===== config.mk =====
export PLATFORM = sky130hd
export DESIGN_NAME = text_encoding_sniffer_flat
export DESIGN_NICKNAME = d
export VERILOG_FILES = /design/src/rtl/tes_pkg.sv /design/src/rtl/tes_in_if.sv /design/src/rtl/tes_out_if.sv /design/src/rtl/text_encoding_sniffer.sv /design/src/flat_wrapper.sv
export VERILOG_INCLUDE_DIRS = /design/src /design/src/rtl
export SDC_FILE = /design/constraint.sdc
export NUM_CORES = 1
export LEC_CHECK = 0
export ABC_AREA = 1
export BUFFER_PORTS_ARGS = -buffer_cell sky130_fd_sc_hd__buf_2
export CORE_ASPECT_RATIO = 0.5
export CORE_MARGIN = 2
export CORE_UTILIZATION = 50
export DETAILED_ROUTE_END_ITERATION = 7
export PLACE_DENSITY_LB_ADDON = 0.3
export REMOVE_ABC_BUFFERS = 1
export SYNTH_ARGS = -nofsm -noshare
export SYNTH_HDL_FRONTEND = slang
export SYNTH_SLANG_ARGS = --single-unit

===== constraint.sdc =====
create_clock -name i_clk -period 11.89 [get_ports i_clk]
set_input_delay 1.189 -clock i_clk [delete_from_list [all_inputs] [get_ports i_clk]]
set_output_delay 1.189 -clock i_clk [all_outputs]
set_load 0.005 [all_outputs]

===== src/rtl/text_encoding_sniffer_defines.svh =====
// Assertion macros shared by the text encoding sniffer RTL.
`ifndef TEXT_ENCODING_SNIFFER_DEFINES_SVH
`define TEXT_ENCODING_SNIFFER_DEFINES_SVH

`ifndef ASSERT_OFF
`define TES_ASSERT(lbl, clk, rst_n, prop, msg) \
    lbl: assert property (@(posedge clk) disable iff (!rst_n) prop) else $error(msg);
`define TES_ASSERT_NEXT(lbl, clk, rst_n, pre, post, msg) \
    lbl: assert property (@(posedge clk) disable iff (!rst_n) (pre) |=> (post)) \
        else $error(msg);
`else
`define TES_ASSERT(lbl, clk, rst_n, prop, msg)
`define TES_ASSERT_NEXT(lbl, clk, rst_n, pre, post, msg)
`endif

`endif


===== src/rtl/tes_pkg.sv =====
// Package with the widths, encoding codes and counter indexes of the sniffer.
`timescale 1ns / 1ps
package tes_pkg;

    localparam int COUNT_WIDTH = 32;

    typedef enum logic [2:0] {
        ENC_NONE    = 3'd0,
        ENC_UTF8    = 3'd1,
        ENC_UTF16LE = 3'd2,
        ENC_UTF16BE = 3'd3,
        ENC_UTF32LE = 3'd4,
        ENC_UTF32BE = 3'd5,
        ENC_UTF7    = 3'd6,
        ENC_UCS4    = 3'd7
    } t_enc;

    localparam int NL_32LE = 0;
    localparam int NL_32BE = 1;
    localparam int NL_16LE = 2;
    localparam int NL_16BE = 3;

    localparam int ERR_UTF8   = 0;
    localparam int ERR_ZERO32 = 1;
    localparam int ERR_ZERO16 = 2;
    localparam int ERR_NULL   = 3;

endpackage


===== src/rtl/tes_in_if.sv =====
// Byte stream channel into the sniffer.
`timescale 1ns / 1ps
interface tes_in_if;
    logic       valid;
    logic       ready;
    logic [7:0] data_byte;
    logic       last_byte;

    modport source (output valid, output data_byte, output last_byte, input ready);
    modport sink (input valid, input data_byte, input last_byte, output ready);
endinterface


===== src/rtl/tes_out_if.sv =====
// Verdict channel out of the sniffer.
`timescale 1ns / 1ps
interface tes_out_if;
    logic          valid;
    logic          ready;
    tes_pkg::t_enc encoding;
    logic [2:0]    mark_bytes;
    logic          detected;
    logic          binary_suspect;

    modport source (output valid, output encoding, output mark_bytes, output detected,
                    output binary_suspect, input ready);
    modport sink (input valid, input encoding, input mark_bytes, input detected,
                  input binary_suspect, output ready);
endinterface


===== src/rtl/text_encoding_sniffer.sv =====
// Top level of the text encoding sniffer: byte scan, verdict stage and output register.
//
// The block reads a file one byte per transaction on i_in (data_byte, with
// last_byte set on the final byte) and gives one verdict transaction on o_res
// for each file: encoding, byte-order mark length, detected and binary_suspect.
// Bytes that are not last produce nothing.
// Every accepted byte updates the scan state (head bytes, size, UTF-8 status,
// word flags and newline counters) in the cycle it is accepted, so the block
// takes one byte per cycle while i_in.ready is high. The last byte also copies
// the final state into a snapshot register and clears the scan state, so the
// next byte starts a new file at once. The verdict is formed from the snapshot
// and lands in the output register as soon as that is free: o_res.valid rises
// at the clock edge that moves the snapshot into the output register.
// When the receiver stalls, one verdict waits in the output register and one
// in the snapshot; only then does i_in.ready fall, and it rises again as soon
// as the receiver takes a verdict.
// A synchronous active-low reset clears the scan state and both valid flags.
`timescale 1ns / 1ps
`include "text_encoding_sniffer_defines.svh"
module text_encoding_sniffer (
    input  logic             i_clk,
    input  logic             i_rst_n,
    tes_in_if.sink           i_in,
    tes_out_if.source        o_res
);

    localparam int CW = tes_pkg::COUNT_WIDTH;
    localparam int TW = CW + 9;

    // Scan state.
    logic [39:0]   r_head, n_head;
    logic [CW-1:0] r_count, n_count;
    logic [1:0]    r_pending, n_pending;
    logic [23:0]   r_recent, n_recent;
    logic [3:0]    r_flags, n_flags;
    logic [CW-1:0] r_nl [4];
    logic [CW-1:0] n_nl [4];
    logic [1:0]    r_phase, n_phase;

    // Snapshot of a finished file.
    logic          r_fin_valid;
    logic [39:0]   r_fin_head;
    logic [CW-1:0] r_fin_count;
    logic [3:0]    r_fin_flags;
    logic [CW-1:0] r_fin_nl [4];

    // Output register.
    logic          r_out_valid;
    tes_pkg::t_enc r_out_enc;
    logic [2:0]    r_out_mark;
    logic          r_out_det;
    logic          r_out_bin;

    logic out_can_load;
    logic fin_move;
    logic in_accept;
    logic [7:0] b;

    assign out_can_load = !r_out_valid || o_res.ready;
    assign fin_move     = r_fin_valid && out_can_load;
    assign i_in.ready   = !r_fin_valid || out_can_load;
    assign in_accept    = i_in.valid && i_in.ready;
    assign b            = i_in.data_byte;

    always_comb begin
        logic [7:0] r0, r1, r2;
        logic mid0;
        r0 = r_recent[7:0];
        r1 = r_recent[15:8];
        r2 = r_recent[23:16];
        mid0 = (r1 == 8'h00) && (r0 == 8'h00);

        n_head = r_head;
        for (int i = 0; i < 5; i++) begin
            if (r_count == CW'(i)) begin
                n_head[8*i +: 8] = b;
            end
        end
        n_count = (r_count == {CW{1'b1}}) ? r_count : r_count + 1'b1;

        n_flags   = r_flags;
        n_pending = r_pending;
        if (b == 8'h00) begin
            n_flags[tes_pkg::ERR_NULL] = 1'b1;
        end

        if (r_pending == 2'd0) begin
            if ((b & 8'hC0) == 8'h80 || b == 8'h00) begin
                n_flags[tes_pkg::ERR_UTF8] = 1'b1;
            end else if ((b & 8'h80) == 8'h00) begin
                n_pending = 2'd0;
            end else if ((b & 8'hE0) == 8'hC0) begin
                n_pending = 2'd1;
            end else if ((b & 8'hF0) == 8'hE0) begin
                n_pending = 2'd2;
            end else if ((b & 8'hF8) == 8'hF0) begin
                n_pending = 2'd3;
            end else begin
                n_flags[tes_pkg::ERR_UTF8] = 1'b1;
            end
        end else if ((b & 8'hC0) == 8'h80) begin
            n_pending = r_pending - 2'd1;
        end else begin
            n_flags[tes_pkg::ERR_UTF8] = 1'b1;
            n_pending = 2'd0;
        end

        for (int k = 0; k < 4; k++) begin
            n_nl[k] = r_nl[k];
        end
        if (r_phase[0]) begin
            if (r0 == 8'h00 && b == 8'h00) begin
                n_flags[tes_pkg::ERR_ZERO16] = 1'b1;
            end
            if (r0 == 8'h0A && b == 8'h00 && r_nl[tes_pkg::NL_16LE] != {CW{1'b1}}) begin
                n_nl[tes_pkg::NL_16LE] = r_nl[tes_pkg::NL_16LE] + 1'b1;
            end
            if (r0 == 8'h00 && b == 8'h0A && r_nl[tes_pkg::NL_16BE] != {CW{1'b1}}) begin
                n_nl[tes_pkg::NL_16BE] = r_nl[tes_pkg::NL_16BE] + 1'b1;
            end
        end
        if (r_phase == 2'd3) begin
            if (r2 == 8'h00 && mid0 && b == 8'h00) begin
                n_flags[tes_pkg::ERR_ZERO32] = 1'b1;
            end
            if (r2 == 8'h0A && mid0 && b == 8'h00 && r_nl[tes_pkg::NL_32LE] != {CW{1'b1}}) begin
                n_nl[tes_pkg::NL_32LE] = r_nl[tes_pkg::NL_32LE] + 1'b1;
            end
            if (r2 == 8'h00 && mid0 && b == 8'h0A && r_nl[tes_pkg::NL_32BE] != {CW{1'b1}}) begin
                n_nl[tes_pkg::NL_32BE] = r_nl[tes_pkg::NL_32BE] + 1'b1;
            end
        end

        n_recent = {r_recent[15:0], b};
        n_phase  = r_phase + 2'd1;
    end

    always_ff @(posedge i_clk) begin
        if (!i_rst_n) begin
            r_head    <= '0;
            r_count   <= '0;
            r_pending <= '0;
            r_recent  <= '0;
            r_flags   <= '0;
            r_phase   <= '0;
            for (int k = 0; k < 4; k++) begin
                r_nl[k] <= '0;
            end
        end else if (in_accept) begin
            if (i_in.last_byte) begin
                r_head    <= '0;
                r_count   <= '0;
                r_pending <= '0;
                r_recent  <= '0;
                r_flags   <= '0;
                r_phase   <= '0;
                for (int k = 0; k < 4; k++) begin
                    r_nl[k] <= '0;
                end
            end else begin
                r_head    <= n_head;
                r_count   <= n_count;
                r_pending <= n_pending;
                r_recent  <= n_recent;
                r_flags   <= n_flags;
                r_phase   <= n_phase;
                for (int k = 0; k < 4; k++) begin
                    r_nl[k] <= n_nl[k];
                end
            end
        end
    end

    always_ff @(posedge i_clk) begin
        if (!i_rst_n) begin
            r_fin_valid <= 1'b0;
        end else if (in_accept && i_in.last_byte) begin
            r_fin_valid <= 1'b1;
        end else if (fin_move) begin
            r_fin_valid <= 1'b0;
        end
    end

    always_ff @(posedge i_clk) begin
        if (in_accept && i_in.last_byte) begin
            r_fin_head  <= n_head;
            r_fin_count <= n_count;
            r_fin_flags <= n_flags;
            for (int k = 0; k < 4; k++) begin
                r_fin_nl[k] <= n_nl[k];
            end
        end
    end

    // Verdict from the snapshot. A newline count c exceeds size/N exactly when N*c > size.
    tes_pkg::t_enc v_enc;
    logic [2:0]    v_mark;
    logic          v_det;
    logic          v_bin;

    always_comb begin
        logic [7:0] h0, h1, h2, h3, h4;
        logic ge2, ge3, ge4, ge5;
        logic [TW-1:0] size_w;
        logic [TW-1:0] c32le, c32be, c16le, c16be;
        logic [TW-1:0] t32le, t32be, t16le, t16be;
        h0 = r_fin_head[7:0];
        h1 = r_fin_head[15:8];
        h2 = r_fin_head[23:16];
        h3 = r_fin_head[31:24];
        h4 = r_fin_head[39:32];
        ge2 = r_fin_count >= CW'(2);
        ge3 = r_fin_count >= CW'(3);
        ge4 = r_fin_count >= CW'(4);
        ge5 = r_fin_count >= CW'(5);
        size_w = {9'b0, r_fin_count};
        c32le = {9'b0, r_fin_nl[tes_pkg::NL_32LE]};
        c32be = {9'b0, r_fin_nl[tes_pkg::NL_32BE]};
        c16le = {9'b0, r_fin_nl[tes_pkg::NL_16LE]};
        c16be = {9'b0, r_fin_nl[tes_pkg::NL_16BE]};
        t32le = (c32le << 8) + (c32le << 7) + (c32le << 4);
        t32be = (c32be << 8) + (c32be << 7) + (c32be << 4);
        t16le = (c16le << 7) + (c16le << 6) + (c16le << 3);
        t16be = (c16be << 7) + (c16be << 6) + (c16be << 3);

        v_enc  = tes_pkg::ENC_NONE;
        v_mark = 3'd0;
        v_det  = 1'b1;
        v_bin  = 1'b0;
        if (ge4 && h0 == 8'hFF && h1 == 8'hFE && h2 == 8'h00 && h3 == 8'h00) begin
            v_enc = tes_pkg::ENC_UTF32LE;
            v_mark = 3'd4;
        end else if (ge4 && h0 == 8'hFE && h1 == 8'hFF && h2 == 8'h00 && h3 == 8'h00) begin
            v_enc = tes_pkg::ENC_UCS4;
        end else if (ge4 && h0 == 8'h00 && h1 == 8'h00 && h2 == 8'hFE && h3 == 8'hFF) begin
            v_enc = tes_pkg::ENC_UTF32BE;
            v_mark = 3'd4;
        end else if (ge4 && h0 == 8'h00 && h1 == 8'h00 && h2 == 8'hFF && h3 == 8'hFE) begin
            v_enc = tes_pkg::ENC_UCS4;
        end else if (ge2 && h0 == 8'hFF && h1 == 8'hFE) begin
            v_enc = tes_pkg::ENC_UTF16LE;
            v_mark = 3'd2;
        end else if (ge2 && h0 == 8'hFE && h1 == 8'hFF) begin
            v_enc = tes_pkg::ENC_UTF16BE;
            v_mark = 3'd2;
        end else if (ge3 && h0 == 8'hEF && h1 == 8'hBB && h2 == 8'hBF) begin
            v_enc = tes_pkg::ENC_UTF8;
            v_mark = 3'd3;
        end else if (ge5 && h0 == 8'h2B && h1 == 8'h2F && h2 == 8'h76 && h3 == 8'h38
                     && h4 == 8'h2D) begin
            v_enc = tes_pkg::ENC_UTF7;
            v_mark = 3'd5;
        end else if (ge4 && h0 == 8'h3C && h1 == 8'h00 && h2 == 8'h00 && h3 == 8'h00) begin
            v_enc = tes_pkg::ENC_UTF32LE;
        end else if (ge4 && h0 == 8'h00 && h1 == 8'h00 && h2 == 8'h00 && h3 == 8'h3C) begin
            v_enc = tes_pkg::ENC_UTF32BE;
        end else if (ge2 && h0 == 8'h3C && h1 == 8'h00) begin
            v_enc = tes_pkg::ENC_UTF16LE;
        end else if (ge2 && h0 == 8'h00 && h1 == 8'h3C) begin
            v_enc = tes_pkg::ENC_UTF16BE;
        end else if (!r_fin_flags[tes_pkg::ERR_UTF8]) begin
            v_enc = tes_pkg::ENC_UTF8;
        end else if (!r_fin_flags[tes_pkg::ERR_ZERO32] && t32le > size_w) begin
            v_enc = tes_pkg::ENC_UTF32LE;
        end else if (!r_fin_flags[tes_pkg::ERR_ZERO32] && t32be > size_w) begin
            v_enc = tes_pkg::ENC_UTF32BE;
        end else if (!r_fin_flags[tes_pkg::ERR_ZERO16] && t16le > size_w) begin
            v_enc = tes_pkg::ENC_UTF16LE;
        end else if (!r_fin_flags[tes_pkg::ERR_ZERO16] && t16be > size_w) begin
            v_enc = tes_pkg::ENC_UTF16BE;
        end else begin
            v_det = 1'b0;
            v_bin = r_fin_flags[tes_pkg::ERR_NULL];
        end
    end

    always_ff @(posedge i_clk) begin
        if (!i_rst_n) begin
            r_out_valid <= 1'b0;
        end else if (out_can_load) begin
            r_out_valid <= r_fin_valid;
        end
    end

    always_ff @(posedge i_clk) begin
        if (fin_move) begin
            r_out_enc  <= v_enc;
            r_out_mark <= v_mark;
            r_out_det  <= v_det;
            r_out_bin  <= v_bin;
        end
    end

    assign o_res.valid          = r_out_valid;
    assign o_res.encoding       = r_out_enc;
    assign o_res.mark_bytes     = r_out_mark;
    assign o_res.detected       = r_out_det;
    assign o_res.binary_suspect = r_out_bin;

    `TES_ASSERT_NEXT(a_last_clears_count, i_clk, i_rst_n,
        in_accept && i_in.last_byte, r_count == '0 && r_fin_valid,
        "The last byte did not clear the scan state and fill the snapshot.")
    `TES_ASSERT_NEXT(a_snapshot_held, i_clk, i_rst_n,
        r_fin_valid && !out_can_load, r_fin_valid && $stable(r_fin_count),
        "A waiting snapshot was lost or overwritten.")
    `TES_ASSERT(a_phase_tracks_count, i_clk, i_rst_n,
        (r_count != {CW{1'b1}}) |-> (r_phase == r_count[1:0]),
        "Word phase is out of step with the byte count.")
    `TES_ASSERT(a_undecided_is_none, i_clk, i_rst_n,
        (r_out_valid && !r_out_det) |-> (r_out_enc == tes_pkg::ENC_NONE && r_out_mark == 3'd0),
        "An undecided verdict carries an encoding or a mark.")
    `TES_ASSERT(a_binary_only_undecided, i_clk, i_rst_n,
        (r_out_valid && r_out_bin) |-> !r_out_det,
        "Binary suspect is set on a decided verdict.")

endmodule


===== src/flat_wrapper.sv =====
// flat-port wrapper written by rule: the top's interface ports become plain ports
module text_encoding_sniffer_flat 
  (i_clk, i_rst_n, i_in_valid, i_in_data_byte, i_in_last_byte, i_in_ready, o_res_valid, o_res_encoding, o_res_mark_bytes, o_res_detected, o_res_binary_suspect, o_res_ready);
  tes_in_if i_in_i ();
  tes_out_if o_res_i ();
  input  logic i_clk;
  input  logic i_rst_n;
  input wire logic [$bits(i_in_i.valid)-1:0] i_in_valid;
  input wire logic [$bits(i_in_i.data_byte)-1:0] i_in_data_byte;
  input wire logic [$bits(i_in_i.last_byte)-1:0] i_in_last_byte;
  output wire logic [$bits(i_in_i.ready)-1:0] i_in_ready;
  output wire logic [$bits(o_res_i.valid)-1:0] o_res_valid;
  output wire logic [$bits(o_res_i.encoding)-1:0] o_res_encoding;
  output wire logic [$bits(o_res_i.mark_bytes)-1:0] o_res_mark_bytes;
  output wire logic [$bits(o_res_i.detected)-1:0] o_res_detected;
  output wire logic [$bits(o_res_i.binary_suspect)-1:0] o_res_binary_suspect;
  input wire logic [$bits(o_res_i.ready)-1:0] o_res_ready;
  assign i_in_i.valid = i_in_valid;
  assign i_in_i.data_byte = i_in_data_byte;
  assign i_in_i.last_byte = i_in_last_byte;
  assign i_in_ready = i_in_i.ready;
  assign o_res_valid = o_res_i.valid;
  assign o_res_encoding = o_res_i.encoding;
  assign o_res_mark_bytes = o_res_i.mark_bytes;
  assign o_res_detected = o_res_i.detected;
  assign o_res_binary_suspect = o_res_i.binary_suspect;
  assign o_res_i.ready = o_res_ready;
  text_encoding_sniffer u_core (.i_clk(i_clk), .i_rst_n(i_rst_n), .i_in(i_in_i), .o_res(o_res_i));
endmodule

==> parameters.txt <==
Parameter                              Value

Run status
  Run status    finished clean

Critical path
  Critical path startpoint category    flip-flop
  Maximum net fanout on the critical path    5
  Flop-to-flop setup slack    5.75 ns
  Category of the worst setup path capture point    flip-flop
  CP Data Arrival Time    6.53 ns
  Cell with the largest stage delay on the worst path    sky130_fd_sc_hd__nor4b_1
  Stage delay of the slowest cell on the critical path    0.71 ns
  Most common cell on crit path    sky130_fd_sc_hd__nand2_1
  Kind of critical path    reg2reg
  Worst Path Required    12.28 ns

Timing
  Share of the clock period used by the worst path    51.66%
  Final Max Tran Viols    0
  Min Clock Period, post-route    6.142 ns
  Setup total negative slack    0 ns
  Final setup violation count    0
  Slew headroom    31.21%
  Unrepaired setup endpoints after global routing    no
  Measured slew at the worst slew-check pin    1.031 ns
  Setup skew after layout    0.05043 ns
  Maximum clock frequency    162.8 MHz
  Number of hold violations in the final report    0

Finish
  Layout-stage area growth over the synthesis result    7.317%
  Layout cells sized above 1    3.750%
  Area of all placed cells without fillers    38650 um^2
  Number of nets in the layout    5199
  Filler cells    6774
  Diode insertion count for antenna repair    0

Clock tree
  Latest clock arrival within the worst-skew pair    0.63 ns
  CTS tree    built
  Cell chosen for the clock root    sky130_fd_sc_hd__clkbuf_16
  Number of clock sinks    446
  Clock transition at the register clock pins on the worst setup and hold paths after CTS    0.07 ns
  Cts-stage hold buffer count    0
  Number of H-tree levels    2
  CTS resizes    0
  CTS Buf Count    43
  # Post-CTS Setup Buffers    0
  Number of buffers on the longest clock path    3

Die
  Floorplan die width    383.5 um
  Die outline area    74310 um^2
  Area inside the core boundary    71140 um^2
  Io pins    23
  Effective utilization at floorplan    50.62%
  FP Rows    69
  Die outline height    193.8 um

Synthesis
  Async SR Flop Fraction    0%
  Proportion of netlist area held by the largest area contributor    25.68%
  Netlist cell types    64
  Number of synthesized register bits    446
  Yosys warns    0
  Synthesized instance count    4761
  Share of synthesized area occupied by flip-flops and latches    33.36%
  Top cells by count, synth    1146 x sky130_fd_sc_hd__nand2_1, 703 x sky130_fd_sc_hd__inv_1, 480 x sky130_fd_sc_hd__nor2_1, 345 x sky130_fd_sc_hd__a21oi_1, 332 x sky130_fd_sc_hd__ha_1
  Cell type contributing the most total cell area after synthesis    sky130_fd_sc_hd__edfxtp_1
  Primary flip-flop cell chosen by synthesis mapping    sky130_fd_sc_hd__edfxtp_1
  Cell Area, Synth    36010 um^2
  Average cell area after synthesis    7.564 um^2
  Largest cells by area after synthesis    sky130_fd_sc_hd__edfxtp_1 26%, sky130_fd_sc_hd__nand2_1 12%, sky130_fd_sc_hd__ha_1 12%, sky130_fd_sc_hd__dfxtp_1 7.7%, sky130_fd_sc_hd__inv_1 7.3%
  Dominant cell by count in the synthesized netlist    sky130_fd_sc_hd__nand2_1
  Post-synth EDFFs    308

GRT
  First-pass GRT wire length    154500 um
  Initial antenna violation count    0
  GR peak layer    met2
  Pin count of the biggest net entering global routing    138
  Met1 usage    38.57%
  Met3 routing resource usage after global routing    3.468%
  Total gr overflow    0
  Number of global-route vias before repair    29550
  Total global routing track utilization    25.58%
  GRT met2 Usage    39.09%

Routing
  Violation count after the first detailed-routing iteration    2942
  Number of remaining DRC errors    0
  Wire length per cell after detailed routing    16.75 um
  Overall routed net length    96890 um
  Iteration count of the initial detailed-routing pass    8
  Via count normalized by instance count    5.509
  Detailed-route via count    31870
  Post-DRT Antenna Nets    0

Placed design
  Buffers added on ports    22
  Placer congestion estimate    0.9727
  Post-detail-place hpwl    76790 um
  Placed Instance Area    37270 um^2

Power
  Largest voltage drop on the vdd net    0.0001077 V
  Power Density    119.5 nW/um^2
  Leak    17.30 nW

Flow run
  Count of max-cap constraint violations    0

Worst hold path
  Hold/Removal Path Class    reg2reg
worst max-delay path, delay by kind of cell (launching register included):
family	cells	cell delay (ns)
xor gates and xnor gates	2	0.24
DFF	1	0.42
buffers and inverters	2	0.14
AOI/OAI and AO/OA	2	0.74
adders and majority gates	4	1.40
and+or+nand+nor	23	2.98
through the flow:
step	hold slack (ns)	util, %	power (mW)	setup slack, ns	std cells
3_3_place_gp	0.4436	52.39	3.225	5.912	5705
6_report	0.4641	54.33	4.617	5.748	5785
5_1_grt	0.5015	54.33	4.900	5.353	5785
2_1_floorplan	0.4325	-	2.893	1.015	4711
4_1_cts	0.4632	54.33	4.622	5.896	5785
3_5_place_dp	0.4526	52.39	3.254	5.898	5705
area by class of cell:
cell class                 instances  area [um^2]  area share, %
multi-input combinational       3547        21130          54.69
sequential                       446        12010          31.08
inverter                         718         2699          6.984
tap                              958         1199          3.102
clock buffer                      57         1169          3.024
timing repair buffer              36        227.7         0.5892
clock inverter                    23        206.4         0.5342
flip-flops by register name (all words and copies together) (netlist names):
register                     flops
u_core.o_res.binary_suspect      1
u_core.o_res.detected            1
u_core.o_res.encoding            3
u_core.o_res.mark_bytes          3
u_core.o_res.valid               1
u_core.r_count                  32
u_core.r_fin_count              32
u_core.r_fin_flags               4
u_core.r_fin_head               40
u_core.r_fin_nl                128
u_core.r_fin_valid               1
u_core.r_flags                   4
u_core.r_head                   40
u_core.r_nl                    128
u_core.r_pending                 2
u_core.r_phase                   2
u_core.r_recent                 24
path summary, 6_finish.rpt:
kind	start	to	cells after the start
max reg2reg	u_core.r_fin_nl[3][1]$_DFFE_PP_	u_core.o_res.encoding[1]$_SDFFCE_PP0P_	33
min reg2reg	u_core.r_pending[1]$_SDFFE_PN0P_	u_core.r_pending[1]$_SDFFE_PN0P_	2
min	u_core.r_pending[1]$_SDFFE_PN0P_	u_core.r_pending[1]$_SDFFE_PN0P_	2
max	u_core.r_fin_nl[3][1]$_DFFE_PP_	u_core.o_res.encoding[1]$_SDFFCE_PP0P_	33
cells by family (layout without fill, tap and decap cells):
family                   count (synthesis)  in the layout  share of synthesized area [%]
AND/OR/NAND/NOR                       2221           2221                          26.73
buffers and inverters                  768            834                          8.044
AO/OA/AOI/OAI                          664            664                          10.30
flip-flops                             446            446                          33.36
adder cells (fa/ha/maj)                394            394                          14.98
XOR/XNOR                               263            263                          6.438
multiplexers                             5              5                         0.1563
per-layer routing:
metal | vias to the layer above | part of all wire (%)
met4 | 0 | 1.6
met5 | - | 0
met1 | 14910 | 49
met3 | 109 | 6.7
li1 | 15910 | -
met2 | 941 | 42
power breakdown:
part | internal [mW] | total [mW] | switching, mW
Combinational | 0.528 | 1.48 | 0.947
Clock | 0.729 | 1.37 | 0.640
Sequential | 1.72 | 1.77 | 0.0564
placed cells by master, fill, tap and decap left out, types with 52 or more instances in the layout:
cell type	netlist	routed
sky130_fd_sc_hd__a21oi_1	345	345
sky130_fd_sc_hd__dfxtp_1	138	138
sky130_fd_sc_hd__edfxtp_1	308	308
sky130_fd_sc_hd__fa_1	62	62
sky130_fd_sc_hd__ha_1	332	332
sky130_fd_sc_hd__inv_1	703	702
sky130_fd_sc_hd__nand2_1	1146	1146
sky130_fd_sc_hd__nand3_1	191	191
sky130_fd_sc_hd__nand4_1	106	106
sky130_fd_sc_hd__nor2_1	480	478
sky130_fd_sc_hd__nor3_1	125	123
sky130_fd_sc_hd__nor4_1	53	52
sky130_fd_sc_hd__o21ai_0	121	121
sky130_fd_sc_hd__o22ai_1	71	71
sky130_fd_sc_hd__xnor2_1	83	83
sky130_fd_sc_hd__xor2_1	178	178
Note: power is estimated with default switching activity, not from simulation.
